--- src/hdl/rps_pkg.sv ---
`default_nettype none

package rps_pkg;

  // Field widths that the channels fix.
  localparam int unsigned TAG_W  = 16;
  localparam int unsigned PART_W = 16;
  localparam int unsigned IDX_W  = 5;
  localparam int unsigned LEN_W  = 16;
  localparam int unsigned CFG_W  = 6;

  // Reset value of the member count register.
  localparam logic [CFG_W-1:0] MEMBER_COUNT_RESET = CFG_W'(1);

  // One classified topic, handed from the front end to the back end.
  typedef struct packed {
    logic [TAG_W-1:0]  tag;
    logic [PART_W-1:0] base;
    logic [CFG_W-1:0]  extra;
    logic [CFG_W-1:0]  members;
  } job_t;

endpackage

`default_nettype wire

--- src/hdl/rps_if.sv ---
`default_nettype none

// Input channel: one topic per item.
interface rps_in_if;
  logic                       valid;
  logic                       ready;
  logic [rps_pkg::TAG_W-1:0]  topic_tag;
  logic [rps_pkg::PART_W-1:0] partition_total;

  modport source (output valid, output topic_tag, output partition_total, input ready);
  modport sink   (input valid, input topic_tag, input partition_total, output ready);
endinterface

// Output channel: one member range per item.
interface rps_out_if;
  logic                       valid;
  logic                       ready;
  logic [rps_pkg::TAG_W-1:0]  topic_tag_out;
  logic [rps_pkg::IDX_W-1:0]  member_index;
  logic [rps_pkg::PART_W-1:0] first_partition;
  logic [rps_pkg::LEN_W-1:0]  range_length;
  logic                       last_member;

  modport source (output valid, output topic_tag_out, output member_index,
                  output first_partition, output range_length, output last_member,
                  input ready);
  modport sink   (input valid, input topic_tag_out, input member_index,
                  input first_partition, input range_length, input last_member,
                  output ready);
endinterface

`default_nettype wire

--- src/hdl/rps_front.sv ---
`default_nettype none

module rps_front #(
  parameter int unsigned MAX_MEMBERS = 32,
  parameter int unsigned PART_WIDTH  = 16
) (
  input  wire logic                      clk_i,
  input  wire logic                      rst_ni,
  input  wire logic [rps_pkg::CFG_W-1:0] member_count_i,
  rps_in_if.sink                         in_i,
  output      logic                      push_valid_o,
  input  wire logic                      push_ready_i,
  output      rps_pkg::job_t             push_job_o
);

  localparam int unsigned CW   = rps_pkg::CFG_W;
  localparam int unsigned CNTW = $clog2(PART_WIDTH);

  typedef enum logic [1:0] {
    ST_IDLE,
    ST_DIV,
    ST_PUSH
  } state_e;

  state_e                       state_q, state_d;
  logic [rps_pkg::TAG_W-1:0]    tag_q, tag_d;
  logic [PART_WIDTH-1:0]        quo_q, quo_d;
  logic [CW-1:0]                rem_q, rem_d;
  logic [CW-1:0]                div_q, div_d;
  logic [CNTW-1:0]              cnt_q, cnt_d;

  logic [CW-1:0]                members_eff;
  logic [CW:0]                  shifted;
  logic                         accept;

  // Saturate the member count at the configured maximum.
  always_comb begin
    if ({1'b0, member_count_i} > (CW+1)'(MAX_MEMBERS)) begin
      members_eff = CW'(MAX_MEMBERS);
    end else begin
      members_eff = member_count_i;
    end
  end

  assign in_i.ready = (state_q == ST_IDLE);
  assign accept     = in_i.valid && in_i.ready;

  // One restoring division step: bring down the next dividend bit.
  assign shifted = {rem_q, quo_q[PART_WIDTH-1]};

  always_comb begin
    state_d = state_q;
    tag_d   = tag_q;
    quo_d   = quo_q;
    rem_d   = rem_q;
    div_d   = div_q;
    cnt_d   = cnt_q;
    case (state_q)
      ST_IDLE: begin
        // An item with no members is consumed and dropped here.
        if (accept && (members_eff != '0)) begin
          tag_d   = in_i.topic_tag;
          quo_d   = in_i.partition_total[PART_WIDTH-1:0];
          rem_d   = '0;
          div_d   = members_eff;
          cnt_d   = '0;
          state_d = ST_DIV;
        end
      end
      ST_DIV: begin
        if (shifted >= {1'b0, div_q}) begin
          rem_d = CW'(shifted - {1'b0, div_q});
          quo_d = {quo_q[PART_WIDTH-2:0], 1'b1};
        end else begin
          rem_d = shifted[CW-1:0];
          quo_d = {quo_q[PART_WIDTH-2:0], 1'b0};
        end
        cnt_d = cnt_q + CNTW'(1);
        if (cnt_q == CNTW'(PART_WIDTH - 1)) begin
          state_d = ST_PUSH;
        end
      end
      ST_PUSH: begin
        if (push_ready_i) begin
          state_d = ST_IDLE;
        end
      end
      default: begin
        state_d = ST_IDLE;
      end
    endcase
  end

  always_ff @(posedge clk_i or negedge rst_ni) begin
    if (!rst_ni) begin
      state_q <= ST_IDLE;
      cnt_q   <= '0;
    end else begin
      state_q <= state_d;
      cnt_q   <= cnt_d;
    end
  end

  always_ff @(posedge clk_i) begin
    tag_q <= tag_d;
    quo_q <= quo_d;
    rem_q <= rem_d;
    div_q <= div_d;
  end

  // Quotient is the base range length, remainder the count of longer ranges.
  assign push_valid_o       = (state_q == ST_PUSH);
  assign push_job_o.tag     = tag_q;
  assign push_job_o.base    = rps_pkg::PART_W'(quo_q);
  assign push_job_o.extra   = rem_q;
  assign push_job_o.members = div_q;

endmodule

`default_nettype wire

--- src/hdl/rps_queue.sv ---
`default_nettype none

module rps_queue (
  input  wire logic          clk_i,
  input  wire logic          rst_ni,
  input  wire logic          push_valid_i,
  output      logic          push_ready_o,
  input  wire rps_pkg::job_t push_job_i,
  output      logic          pop_valid_o,
  input  wire logic          pop_ready_i,
  output      rps_pkg::job_t pop_job_o
);

  localparam int unsigned DEPTH = 2;

  rps_pkg::job_t    mem_q [DEPTH];
  logic             wr_ptr_q, wr_ptr_d;
  logic             rd_ptr_q, rd_ptr_d;
  logic [1:0]       count_q, count_d;
  logic             do_push;
  logic             do_pop;

  assign push_ready_o = (count_q != 2'(DEPTH));
  assign pop_valid_o  = (count_q != '0);
  assign do_push      = push_valid_i && push_ready_o;
  assign do_pop       = pop_valid_o && pop_ready_i;
  assign pop_job_o    = mem_q[rd_ptr_q];

  // Pointer and fill bookkeeping.
  always_comb begin
    wr_ptr_d = do_push ? ~wr_ptr_q : wr_ptr_q;
    rd_ptr_d = do_pop  ? ~rd_ptr_q : rd_ptr_q;
    count_d  = count_q;
    if (do_push && !do_pop) begin
      count_d = count_q + 2'd1;
    end else if (do_pop && !do_push) begin
      count_d = count_q - 2'd1;
    end
  end

  always_ff @(posedge clk_i or negedge rst_ni) begin
    if (!rst_ni) begin
      wr_ptr_q <= 1'b0;
      rd_ptr_q <= 1'b0;
      count_q  <= '0;
    end else begin
      wr_ptr_q <= wr_ptr_d;
      rd_ptr_q <= rd_ptr_d;
      count_q  <= count_d;
    end
  end

  // Storage for the queued jobs.
  always_ff @(posedge clk_i) begin
    if (do_push) begin
      mem_q[wr_ptr_q] <= push_job_i;
    end
  end

endmodule

`default_nettype wire

--- src/hdl/rps_back.sv ---
`default_nettype none

module rps_back #(
  parameter int unsigned PART_WIDTH = 16
) (
  input  wire logic          clk_i,
  input  wire logic          rst_ni,
  input  wire logic          pop_valid_i,
  output      logic          pop_ready_o,
  input  wire rps_pkg::job_t pop_job_i,
  rps_out_if.source          out_o
);

  localparam int unsigned CW = rps_pkg::CFG_W;

  typedef enum logic {
    ST_IDLE,
    ST_EMIT
  } state_e;

  state_e                      state_q, state_d;
  rps_pkg::job_t               job_q, job_d;
  logic [CW-1:0]               idx_q, idx_d;
  logic [PART_WIDTH-1:0]       start_q, start_d;

  logic                        ovalid_q, ovalid_d;
  logic [rps_pkg::TAG_W-1:0]   otag_q, otag_d;
  logic [rps_pkg::IDX_W-1:0]   oidx_q, oidx_d;
  logic [rps_pkg::PART_W-1:0]  ofirst_q, ofirst_d;
  logic [rps_pkg::LEN_W-1:0]   olen_q, olen_d;
  logic                        olast_q, olast_d;

  logic                        advance;
  logic                        is_last;
  logic [PART_WIDTH-1:0]       count;

  // The output register may be refilled when empty or being taken.
  assign advance     = !ovalid_q || out_o.ready;
  assign pop_ready_o = (state_q == ST_IDLE);

  // Range length of the current member and whether it closes the run.
  assign count   = job_q.base[PART_WIDTH-1:0] + PART_WIDTH'(idx_q < job_q.extra);
  assign is_last = (({1'b0, idx_q} + (CW+1)'(1)) == {1'b0, job_q.members});

  always_comb begin
    state_d  = state_q;
    job_d    = job_q;
    idx_d    = idx_q;
    start_d  = start_q;
    ovalid_d = ovalid_q && !out_o.ready;
    otag_d   = otag_q;
    oidx_d   = oidx_q;
    ofirst_d = ofirst_q;
    olen_d   = olen_q;
    olast_d  = olast_q;
    case (state_q)
      ST_IDLE: begin
        if (pop_valid_i) begin
          job_d   = pop_job_i;
          idx_d   = '0;
          start_d = '0;
          state_d = ST_EMIT;
        end
      end
      ST_EMIT: begin
        if (advance) begin
          ovalid_d = 1'b1;
          otag_d   = job_q.tag;
          oidx_d   = idx_q[rps_pkg::IDX_W-1:0];
          ofirst_d = rps_pkg::PART_W'(start_q);
          olen_d   = rps_pkg::LEN_W'(count);
          olast_d  = is_last;
          idx_d    = idx_q + CW'(1);
          start_d  = start_q + count;
          if (is_last) begin
            state_d = ST_IDLE;
          end
        end
      end
      default: begin
        state_d = ST_IDLE;
      end
    endcase
  end

  always_ff @(posedge clk_i or negedge rst_ni) begin
    if (!rst_ni) begin
      state_q  <= ST_IDLE;
      ovalid_q <= 1'b0;
    end else begin
      state_q  <= state_d;
      ovalid_q <= ovalid_d;
    end
  end

  always_ff @(posedge clk_i) begin
    job_q    <= job_d;
    idx_q    <= idx_d;
    start_q  <= start_d;
    otag_q   <= otag_d;
    oidx_q   <= oidx_d;
    ofirst_q <= ofirst_d;
    olen_q   <= olen_d;
    olast_q  <= olast_d;
  end

  assign out_o.valid           = ovalid_q;
  assign out_o.topic_tag_out   = otag_q;
  assign out_o.member_index    = oidx_q;
  assign out_o.first_partition = ofirst_q;
  assign out_o.range_length    = olen_q;
  assign out_o.last_member     = olast_q;

endmodule

`default_nettype wire

--- src/hdl/range_partition_splitter_core.sv ---
`default_nettype none

// Splits the partitions of each topic into contiguous ranges, one range per
// group member in member order, with the final range of a topic marked by
// last_member. The member count is written through cfg_we_i/cfg_wdata_i and
// saturates at MAX_MEMBERS; with a count of zero an item is consumed and gives
// no result. The front end divides the partition count by the member count
// with a one-bit-per-cycle divider. The back end loads each topic from the
// queue, then emits one result per cycle unless the output stalls.
// A two-entry queue between them lets both run at once. Results leave
// through a registered output.
module range_partition_splitter_core #(
  parameter int unsigned MAX_MEMBERS = 32,
  parameter int unsigned PART_WIDTH  = 16
) (
  input  wire logic                      clk_i,
  input  wire logic                      rst_ni,
  input  wire logic                      cfg_we_i,
  input  wire logic [rps_pkg::CFG_W-1:0] cfg_wdata_i,
  rps_in_if.sink                         in_i,
  rps_out_if.source                      out_o
);

  logic [rps_pkg::CFG_W-1:0] member_count_q;
  logic                      push_valid;
  logic                      push_ready;
  rps_pkg::job_t             push_job;
  logic                      pop_valid;
  logic                      pop_ready;
  rps_pkg::job_t             pop_job;

  // Member count register.
  always_ff @(posedge clk_i or negedge rst_ni) begin
    if (!rst_ni) begin
      member_count_q <= rps_pkg::MEMBER_COUNT_RESET;
    end else if (cfg_we_i) begin
      member_count_q <= cfg_wdata_i;
    end
  end

  rps_front #(
    .MAX_MEMBERS (MAX_MEMBERS),
    .PART_WIDTH  (PART_WIDTH)
  ) u_front (
    .clk_i          (clk_i),
    .rst_ni         (rst_ni),
    .member_count_i (member_count_q),
    .in_i           (in_i),
    .push_valid_o   (push_valid),
    .push_ready_i   (push_ready),
    .push_job_o     (push_job)
  );

  rps_queue u_queue (
    .clk_i        (clk_i),
    .rst_ni       (rst_ni),
    .push_valid_i (push_valid),
    .push_ready_o (push_ready),
    .push_job_i   (push_job),
    .pop_valid_o  (pop_valid),
    .pop_ready_i  (pop_ready),
    .pop_job_o    (pop_job)
  );

  rps_back #(
    .PART_WIDTH (PART_WIDTH)
  ) u_back (
    .clk_i       (clk_i),
    .rst_ni      (rst_ni),
    .pop_valid_i (pop_valid),
    .pop_ready_o (pop_ready),
    .pop_job_i   (pop_job),
    .out_o       (out_o)
  );

endmodule

`default_nettype wire

--- src/flat_wrapper.sv ---
// flat-port wrapper written by rule: the top's interface ports become plain ports
module range_partition_splitter_core_flat 
#(
  parameter int unsigned MAX_MEMBERS = 32,
  parameter int unsigned PART_WIDTH  = 16
)
  (clk_i, rst_ni, cfg_we_i, cfg_wdata_i, in_i_valid, in_i_topic_tag, in_i_partition_total, in_i_ready, out_o_valid, out_o_topic_tag_out, out_o_member_index, out_o_first_partition, out_o_range_length, out_o_last_member, out_o_ready);
  rps_in_if in_i_i ();
  rps_out_if out_o_i ();
  input  wire logic clk_i;
  input  wire logic rst_ni;
  input  wire logic cfg_we_i;
  input  wire logic [rps_pkg::CFG_W-1:0] cfg_wdata_i;
  input wire logic [$bits(in_i_i.valid)-1:0] in_i_valid;
  input wire logic [$bits(in_i_i.topic_tag)-1:0] in_i_topic_tag;
  input wire logic [$bits(in_i_i.partition_total)-1:0] in_i_partition_total;
  output wire logic [$bits(in_i_i.ready)-1:0] in_i_ready;
  output wire logic [$bits(out_o_i.valid)-1:0] out_o_valid;
  output wire logic [$bits(out_o_i.topic_tag_out)-1:0] out_o_topic_tag_out;
  output wire logic [$bits(out_o_i.member_index)-1:0] out_o_member_index;
  output wire logic [$bits(out_o_i.first_partition)-1:0] out_o_first_partition;
  output wire logic [$bits(out_o_i.range_length)-1:0] out_o_range_length;
  output wire logic [$bits(out_o_i.last_member)-1:0] out_o_last_member;
  input wire logic [$bits(out_o_i.ready)-1:0] out_o_ready;
  assign in_i_i.valid = in_i_valid;
  assign in_i_i.topic_tag = in_i_topic_tag;
  assign in_i_i.partition_total = in_i_partition_total;
  assign in_i_ready = in_i_i.ready;
  assign out_o_valid = out_o_i.valid;
  assign out_o_topic_tag_out = out_o_i.topic_tag_out;
  assign out_o_member_index = out_o_i.member_index;
  assign out_o_first_partition = out_o_i.first_partition;
  assign out_o_range_length = out_o_i.range_length;
  assign out_o_last_member = out_o_i.last_member;
  assign out_o_i.ready = out_o_ready;
  range_partition_splitter_core #(.MAX_MEMBERS(MAX_MEMBERS), .PART_WIDTH(PART_WIDTH)) u_core (.clk_i(clk_i), .rst_ni(rst_ni), .cfg_we_i(cfg_we_i), .cfg_wdata_i(cfg_wdata_i), .in_i(in_i_i), .out_o(out_o_i));
endmodule
--- config.mk ---
export PLATFORM = sky130hd
export DESIGN_NAME = range_partition_splitter_core_flat
export DESIGN_NICKNAME = d
export VERILOG_FILES = /design/src/hdl/rps_pkg.sv /design/src/hdl/rps_if.sv /design/src/hdl/rps_front.sv /design/src/hdl/rps_queue.sv /design/src/hdl/rps_back.sv /design/src/hdl/range_partition_splitter_core.sv /design/src/flat_wrapper.sv
export SDC_FILE = /design/constraint.sdc
export NUM_CORES = 1
export LEC_CHECK = 0
export ABC_CLOCK_PERIOD_IN_PS = 4200
export BUFFER_PORTS_ARGS = -buffer_cell sky130_fd_sc_hd__buf_2
export CAP_MARGIN = 20
export CORE_MARGIN = 10
export CORE_UTILIZATION = 50
export CTS_CLUSTER_SIZE = 8
export DETAILED_ROUTE_END_ITERATION = 12
export PLACE_DENSITY_LB_ADDON = 0.15
export SKIP_LAST_GASP = 1
export SLEW_MARGIN = 0
export SYNTH_ARGS = -nofsm -noshare
export SYNTH_HDL_FRONTEND = slang
export SYNTH_SLANG_ARGS = --single-unit
export TNS_END_PERCENT = 30
--- constraint.sdc ---
create_clock -name clk_i -period 4.2 [get_ports clk_i]
set_input_delay 0.63 -clock clk_i [delete_from_list [all_inputs] [get_ports clk_i]]
set_output_delay 0.63 -clock clk_i [all_outputs]
set_load 0.005 [all_outputs]
==> flow_summary.toml, run 1 <==
[setup_path]
critical_path_class = "flop to flop"
start_kind = "flop"
slowest_delay_ns = 0.41
cp.arrival_ns = 4.25
critical_path.most_common_cell = "ha_1"
cp_slowest_cell = "edfxtp_1"
crit_path_end_kind = "flop"
crit_chain = "ha_1 > a21o_1 > a21oi_1 > nor2b_1 > o21ai_0 > o2bb2ai_1 > ha_1 > ha_1 > and3_1 > and2_4 > nand4_1 > xnor2_1 > ha_1 > a21o_1 > a21oi_1 > o21ai_0 > o21a_1 > o21a_1"
cp.required_ns = 4.46
path_max_fanout = 5

[synth]
synth_top_flop_cell = "edfxtp_1"
synth.distinct_cells = 53
synth_nets = 749
synth_edf_count = 252
synthCells = 673
synth_adder_area_share = 0.03952
synth_xor_area_frac = 0.03316
avgSynthCellArea_um2 = 16.09
ys_seq_elements = 270
synth_top_family_by_area = "simple AND/OR/NAND/NOR gates"
yosysWarnings = 0
async_flop_share = 0.06667
synthMuxAreaShare = 0.05385
synth_compound_area_frac = 0.04345
yosysSeqAreaShare = 0.7406
syn-cell-area_mm2 = 0.01083
yosys.area_share.simple = 0.07603

[run]
drv_cap = 0

[clock_tree]
cts_sinks = 270
cts_max_level = 2
cts_buffers = 39
hold_buffers = 0
clk_latency_ns = 0.53
path_clk_slew_ns = 0.05
cts_tree = "done"
clock_path_buffers = 3
clk_root_buffer_cell = "clkbuf_16"

[placement]
pre_cts_ws_ns = 0.07579
hpwlAfterDp_um = 13170
place_congestion = 0.8636
io_buffer_count = 98

[finish]
drive_gt1_frac = 0.2746
areaGrowthSynthToFinish_pct = 18.55
insertedDiodeCount = 0
layout_commonest_cell = "edfxtp_1"
final_nets = 884
final_cell_mix = "edfxtp_1, buf_2, nand2_1"

[grt]
grt_max_degree = 46
grt.overflow.total = 0
grt.busiest_layer = "met2"
grt_pass1_vias = 6142
use_met3 = 0.04448
use_met1 = 0.1704
grt_antenna_before_repair = 0
grt_usage = 0.1395
grt_pass1_wl_um = 31780
use_met2 = 0.2306

[floorplanning]
coreArea_mm2 = 0.02115
initial_utilization = 0.5119
rows = 53
boundaryPins = 99
fp.dieArea_mm2 = 0.02794
die_x_um = 167.2
fp.dieH_um = 167.2

[power]
pwr-share-comb = 0.228
vdd_ir_drop_max_mv = 0.3723
netSwitchingFraction = 0.2845
pwr-share-clk = 0.317
intPower_mw = 6.308
p_total_mw = 8.817
p_sw_mw = 2.509
leakage_nw = 4.808
powerDensity_mw_per_mm2 = 686.9
seq_power_share = 0.455

[drt]
drt_iter0_drc = 288
ant_nets = 0
vias = 5796
drt-total-wl_um = 19760
via_per_inst = 5.279
wl_per_cell_um = 18.00
drc = 0
drt-pass1-iter-count = 4

[timing]
rsz0062_at_grt = "true"
period_share = 0.9508
timing.final.ws_setup_ns = 0.2066
setup_viol = 0
tightestPinTransition_ns = 1.013
final_hold_viol_count = 0
maxSlewViolCount = 0
finalClockSkew_ns = 0.02720
fin_crit_ns = 3.993
slew_headroom = 0.3246
fmax_mhz = 250.4

[hold_path]
hold_path_class = "input pin to asynchronous set/reset pin"

[run_status]
status = "complete, no violations"
## metal layers
layer / share of wire / wire length (um)
met3: 0.066 / 1312
met1: 0.44 / 8609
met2: 0.48 / 9393
met4: 0.023 / 448
met5: 0 / 0
## path summary, 6_finish.rpt
| check | startpoint | end | slack [ns] | cells past startpoint |
|---|---|---|---|---|
| hold reg to reg | u_core.u_back.job_q[28] | u_core.u_back.out_o.topic_tag_out[0] | 0.42 | 0 |
| min in group clk_i | in_i_topic_tag[13] | u_core.u_front.tag_q[13] | 0.29 | 1 |
| setup reg to reg | u_core.u_back.idx_q[1] | u_core.u_back.start_q[13] | 0.21 | 18 |
| hold / removal | rst_ni | u_core.member_count_q[1] | 0.06 | 1 |
| max in group asynchronous | rst_ni | u_core.u_queue.rd_ptr_q | 3.80 | 1 |
| setup / recovery | u_core.u_back.idx_q[1] | u_core.u_back.start_q[13] | 0.21 | 18 |
## through the flow
stage                 util  hold WS [ns]   TNS, ns  instances  cell area (um2)
floorplan                -        0.3344         0        673            10830
global placement    0.5502        0.4028         0       1034            11640
detailed placement  0.5502        0.4054         0       1034            11640
CTS                 0.6026       0.04348         0       1090            12750
global route        0.6068       0.06229  -0.09323       1098            12840
finish              0.6068       0.05813         0       1098            12840
## Yosys cell counts (6+ instances only)
master,instances,area [um2]
edfxtp_1,252,7567
nand2_1,67,251.5
mux2_2,50,563.0
ha_1,31,387.9
nor2_1,31,116.4
xnor2_1,22,192.7
inv_1,20,75.07
xor2_1,19,166.4
a21oi_1,18,90.09
dfrtp_1,17,425.4
nand3_1,16,80.08
nor2b_1,14,87.58
o21ai_0,13,65.06
clkbuf_1,11,41.29
nand4_1,8,50.05
nand2b_1,7,43.79
o21a_1,6,45.04
## what timing repair did
| item | CTS | global route |
|---|---|---|
| endpoints found under the setup margin | 0 | 4 |
| resized for setup | 0 | 2 |
| endpoints found under the hold margin | 0 | 0 |
| buffers inserted | 0 | 6 |
## area by class of cell
class                           count  area, um2
Tap cell                          275      344.1
Fill cell                        1563       8318
Clock buffer                       53       1039
Inverter                           21      78.83
Clock inverter                      3      70.07
Timing Repair Buffer              110      605.6
Multi-Input combinational cell    366       2679
Sequential cell                   270       8020
## power groups by stage
stage,Sequential [mW],Combinational [mW],Clock (mW)
floorplan,3.94,1.47,0
global placement,4.09,1.80,0
detailed placement,4.12,1.88,0
CTS,4.07,1.90,2.87
global route,4.07,2.26,3.00
finish,4.01,2.01,2.79
## sequential cells by signal, summed over array words and instances, names as in the netlist, 2 cells and up
register,count
u_core.u_queue.mem_q,88
u_core.u_front.div_q,6
u_core.u_back.out_o.topic_tag_out,16
u_core.u_back.out_o.range_length,16
u_core.u_back.idx_q,6
u_core.u_front.rem_q,6
u_core.u_back.start_q,16
u_core.u_back.out_o.member_index,5
u_core.u_front.tag_q,16
u_core.u_front.state_q,2
u_core.u_back.job_q,44
u_core.u_front.cnt_q,4
u_core.member_count_q,6
u_core.u_queue.count_q,2
u_core.u_front.quo_q,16
u_core.u_back.out_o.first_partition,16
## worst max-delay path: cells and delay by family (launching register included)
family          cells  cell delay [ns]
compound gates      9             1.55
xor+xnor            1             0.23
fa+ha+maj           4             0.99
flops               1             0.41
simple gates        4             0.53
## kinds of logic (layout without fill, tap and decap cells)
group,Yosys count,count (layout)
simple gates,169,169
flops,270,270
buf+inv,37,187
compound gates,71,71
mux,52,52
fa+ha+maj,33,33
xor+xnor,41,41
No activity file was read; power rests on OpenSTA's default activity.
==> run 2, diff against run 1 <==
CORE_UTILIZATION = 55   (was 50)
==> run 2 against run 1 <==
Register-to-register slack improved by 0.02 ns. Power barely moved. Via count rose by 1.4%. Count of clock-buffer cells in the layout fell by 1. Critical path depth did not move. Hold slack improved by 0.011 ns. Fmax rose by 0.42%. Sequential power barely moved. Highest routed layer unchanged. Wire length rose by 2.3%. Design area did not move.
==> flow_summary.toml, run 2 (synthesized netlist as in run 1, its figures left out) <==
[setup_path]
path_max_fanout = 7
critical_path_class = "flop to flop"
crit_path_end_kind = "flop"
cp.arrival_ns = 4.24
cp.required_ns = 4.46
start_kind = "flop"

[grt]
grt_usage = 0.1569
grt.overflow.total = 0
grt_antenna_before_repair = 0
grt_pass1_wl_um = 32660
grt_pass1_vias = 6274
grt_max_degree = 46

[finish]
reg_top3 = "u_core.u_queue.mem_q: 88 flops, u_core.u_back.job_q: 44 flops"
largest_register_ffs = 88
final_cells = 1085
top_register = "u_core.u_queue.mem_q"
final_util = 0.6617
areaGrowthSynthToFinish_pct = 18.55
final_nets = 882
layout_commonest_cell = "edfxtp_1"
drive_gt1_frac = 0.2817
final_cell_mix = "edfxtp_1, buf_2, nand2_1"
insertedDiodeCount = 0

[drt]
drt-total-wl_um = 20220
via_per_inst = 5.415
route.top_layer_used = "met4"
wl_met2_um = 9604
wl_per_cell_um = 18.64
drc = 0
drt-met1-wl_um = 8784
vias = 5875
drt_iter0_drc = 310
drt-pass1-iter-count = 5
ant_nets = 0
dr_wl_met3_um = 1336

[floorplanning]
fp.dieH_um = 160.3
coreArea_mm2 = 0.01940
boundaryPins = 99
fp.dieArea_mm2 = 0.02570
rows = 51
initial_utilization = 0.5582
die_x_um = 160.3

[clock_tree]
cts_sinks = 270
path_clk_slew_ns = 0.05
clk_latency_ns = 0.52
cts_buffers = 39
cts_max_level = 2
clock_path_buffers = 3
clk_root_buffer_cell = "clkbuf_16"
cts_tree = "done"

[power]
leakage_nw = 4.802
vdd_ir_drop_max_mv = 0.3366
powerDensity_mw_per_mm2 = 687.3

[timing]
period_share = 0.9468
finalClockSkew_ns = 0.01913
final_hold_viol_count = 0
fin_crit_ns = 3.977
setup_viol = 0
timing.final.ws_setup_ns = 0.2233
fmax_mhz = 251.5
maxSlewViolCount = 0
slew_headroom = 0.3250
tightestPinTransition_ns = 1.012

[hold_path]
hold_path_class = "input pin to asynchronous set/reset pin"

[placement]
hpwlAfterDp_um = 13390
io_buffer_count = 98
place_congestion = 0.9540
placed_cells_incl_taps = 1025
pre_cts_ws_ns = 0.1792

[run_status]
status = "complete, no violations"

[run]
drv_cap = 0
-- run 2: changes by cell type in the layout (fill, tap and decap cells not counted), sizes merged --
cell | previous run | this run
buf | 110 | 108
clkbuf | 53 | 52
clkinv | 2 | 3
inv | 22 | 21
-- run 2: layout make-up --
| type | count | area [um2] |
|---|---|---|
| Sequential cell | 270 | 8020 |
| Fill cell | 1415 | 6563 |
| Multi-Input combinational cell | 366 | 2720 |
| Clock buffer | 52 | 1035 |
| Timing Repair Buffer | 108 | 598.1 |
| Tap cell | 265 | 331.6 |
| Inverter | 21 | 78.83 |
| Clock inverter | 3 | 52.55 |
-- run 2: final timing paths --
check,from,endpoint,slack (ns),depth (start not counted)
setup / recovery,u_core.u_back.idx_q[1],u_core.u_back.start_q[13],0.22,18
hold / removal,rst_ni,u_core.member_count_q[5],0.07,1
setup reg to reg,u_core.u_back.idx_q[1],u_core.u_back.start_q[13],0.22,18
hold reg to reg,u_core.u_back.job_q[31],u_core.u_back.out_o.topic_tag_out[3],0.41,0
max in group asynchronous,rst_ni,u_core.u_queue.rd_ptr_q,3.78,1
min in group clk_i,in_i_topic_tag[9],u_core.u_front.tag_q[9],0.29,1
-- run 2: layer usage --
layer | vias to the layer above | track usage
li1 | 2770 | -
met2 | 208 | 0.2498
met5 | - | 0
met3 | 44 | 0.04857
met4 | 0 | 0.05927
met1 | 2853 | 0.1985
-- run 2: what timing repair did --
action,CTS,global route
hold buffers,0,0
hold endpoints to repair,0,0
setup endpoints to repair,0,5
buffers inserted,0,2
gates resized for setup,0,11
-- run 2: where the power goes --
part | total (mW) | switching [mW] | internal, mW
logic | 2.02 | 1.12 | 0.902
clock network | 2.77 | 1.06 | 1.71
registers | 4.03 | 0.342 | 3.69
-- run 2: critical path, stage by stage (launching register included) --
cell and delay (ns):
edfxtp_1 0.45, ha_1 0.30, a21o_1 0.15, a21oi_1 0.13
nor2b_1 0.06, o21ai_1 0.11, o2bb2ai_1 0.13, ha_2 0.20
ha_2 0.20, and3_1 0.20, and2_4 0.17, nand4_1 0.15
xnor2_2 0.22, ha_2 0.34, a21o_1 0.23, a21oi_1 0.16
o21ai_0 0.14, o21a_1 0.21, o21a_1 0.17
-- run 2: stage by stage --
| stage | power (mW) | instance area, um2 | hold WS (ns) | TNS (ns) |
|---|---|---|---|---|
| final | 8.822 | 12840 | 0.06891 | 0 |
| after global routing | 9.292 | 12840 | 0.09537 | -0.01340 |
| after CTS | 8.821 | 12720 | 0.07460 | 0 |
| after detailed placement | 6.023 | 11630 | 0.4057 | 0 |
| after global placement | 5.897 | 11630 | 0.4013 | 0 |
| after floorplan | 5.408 | 10830 | 0.3344 | 0 |
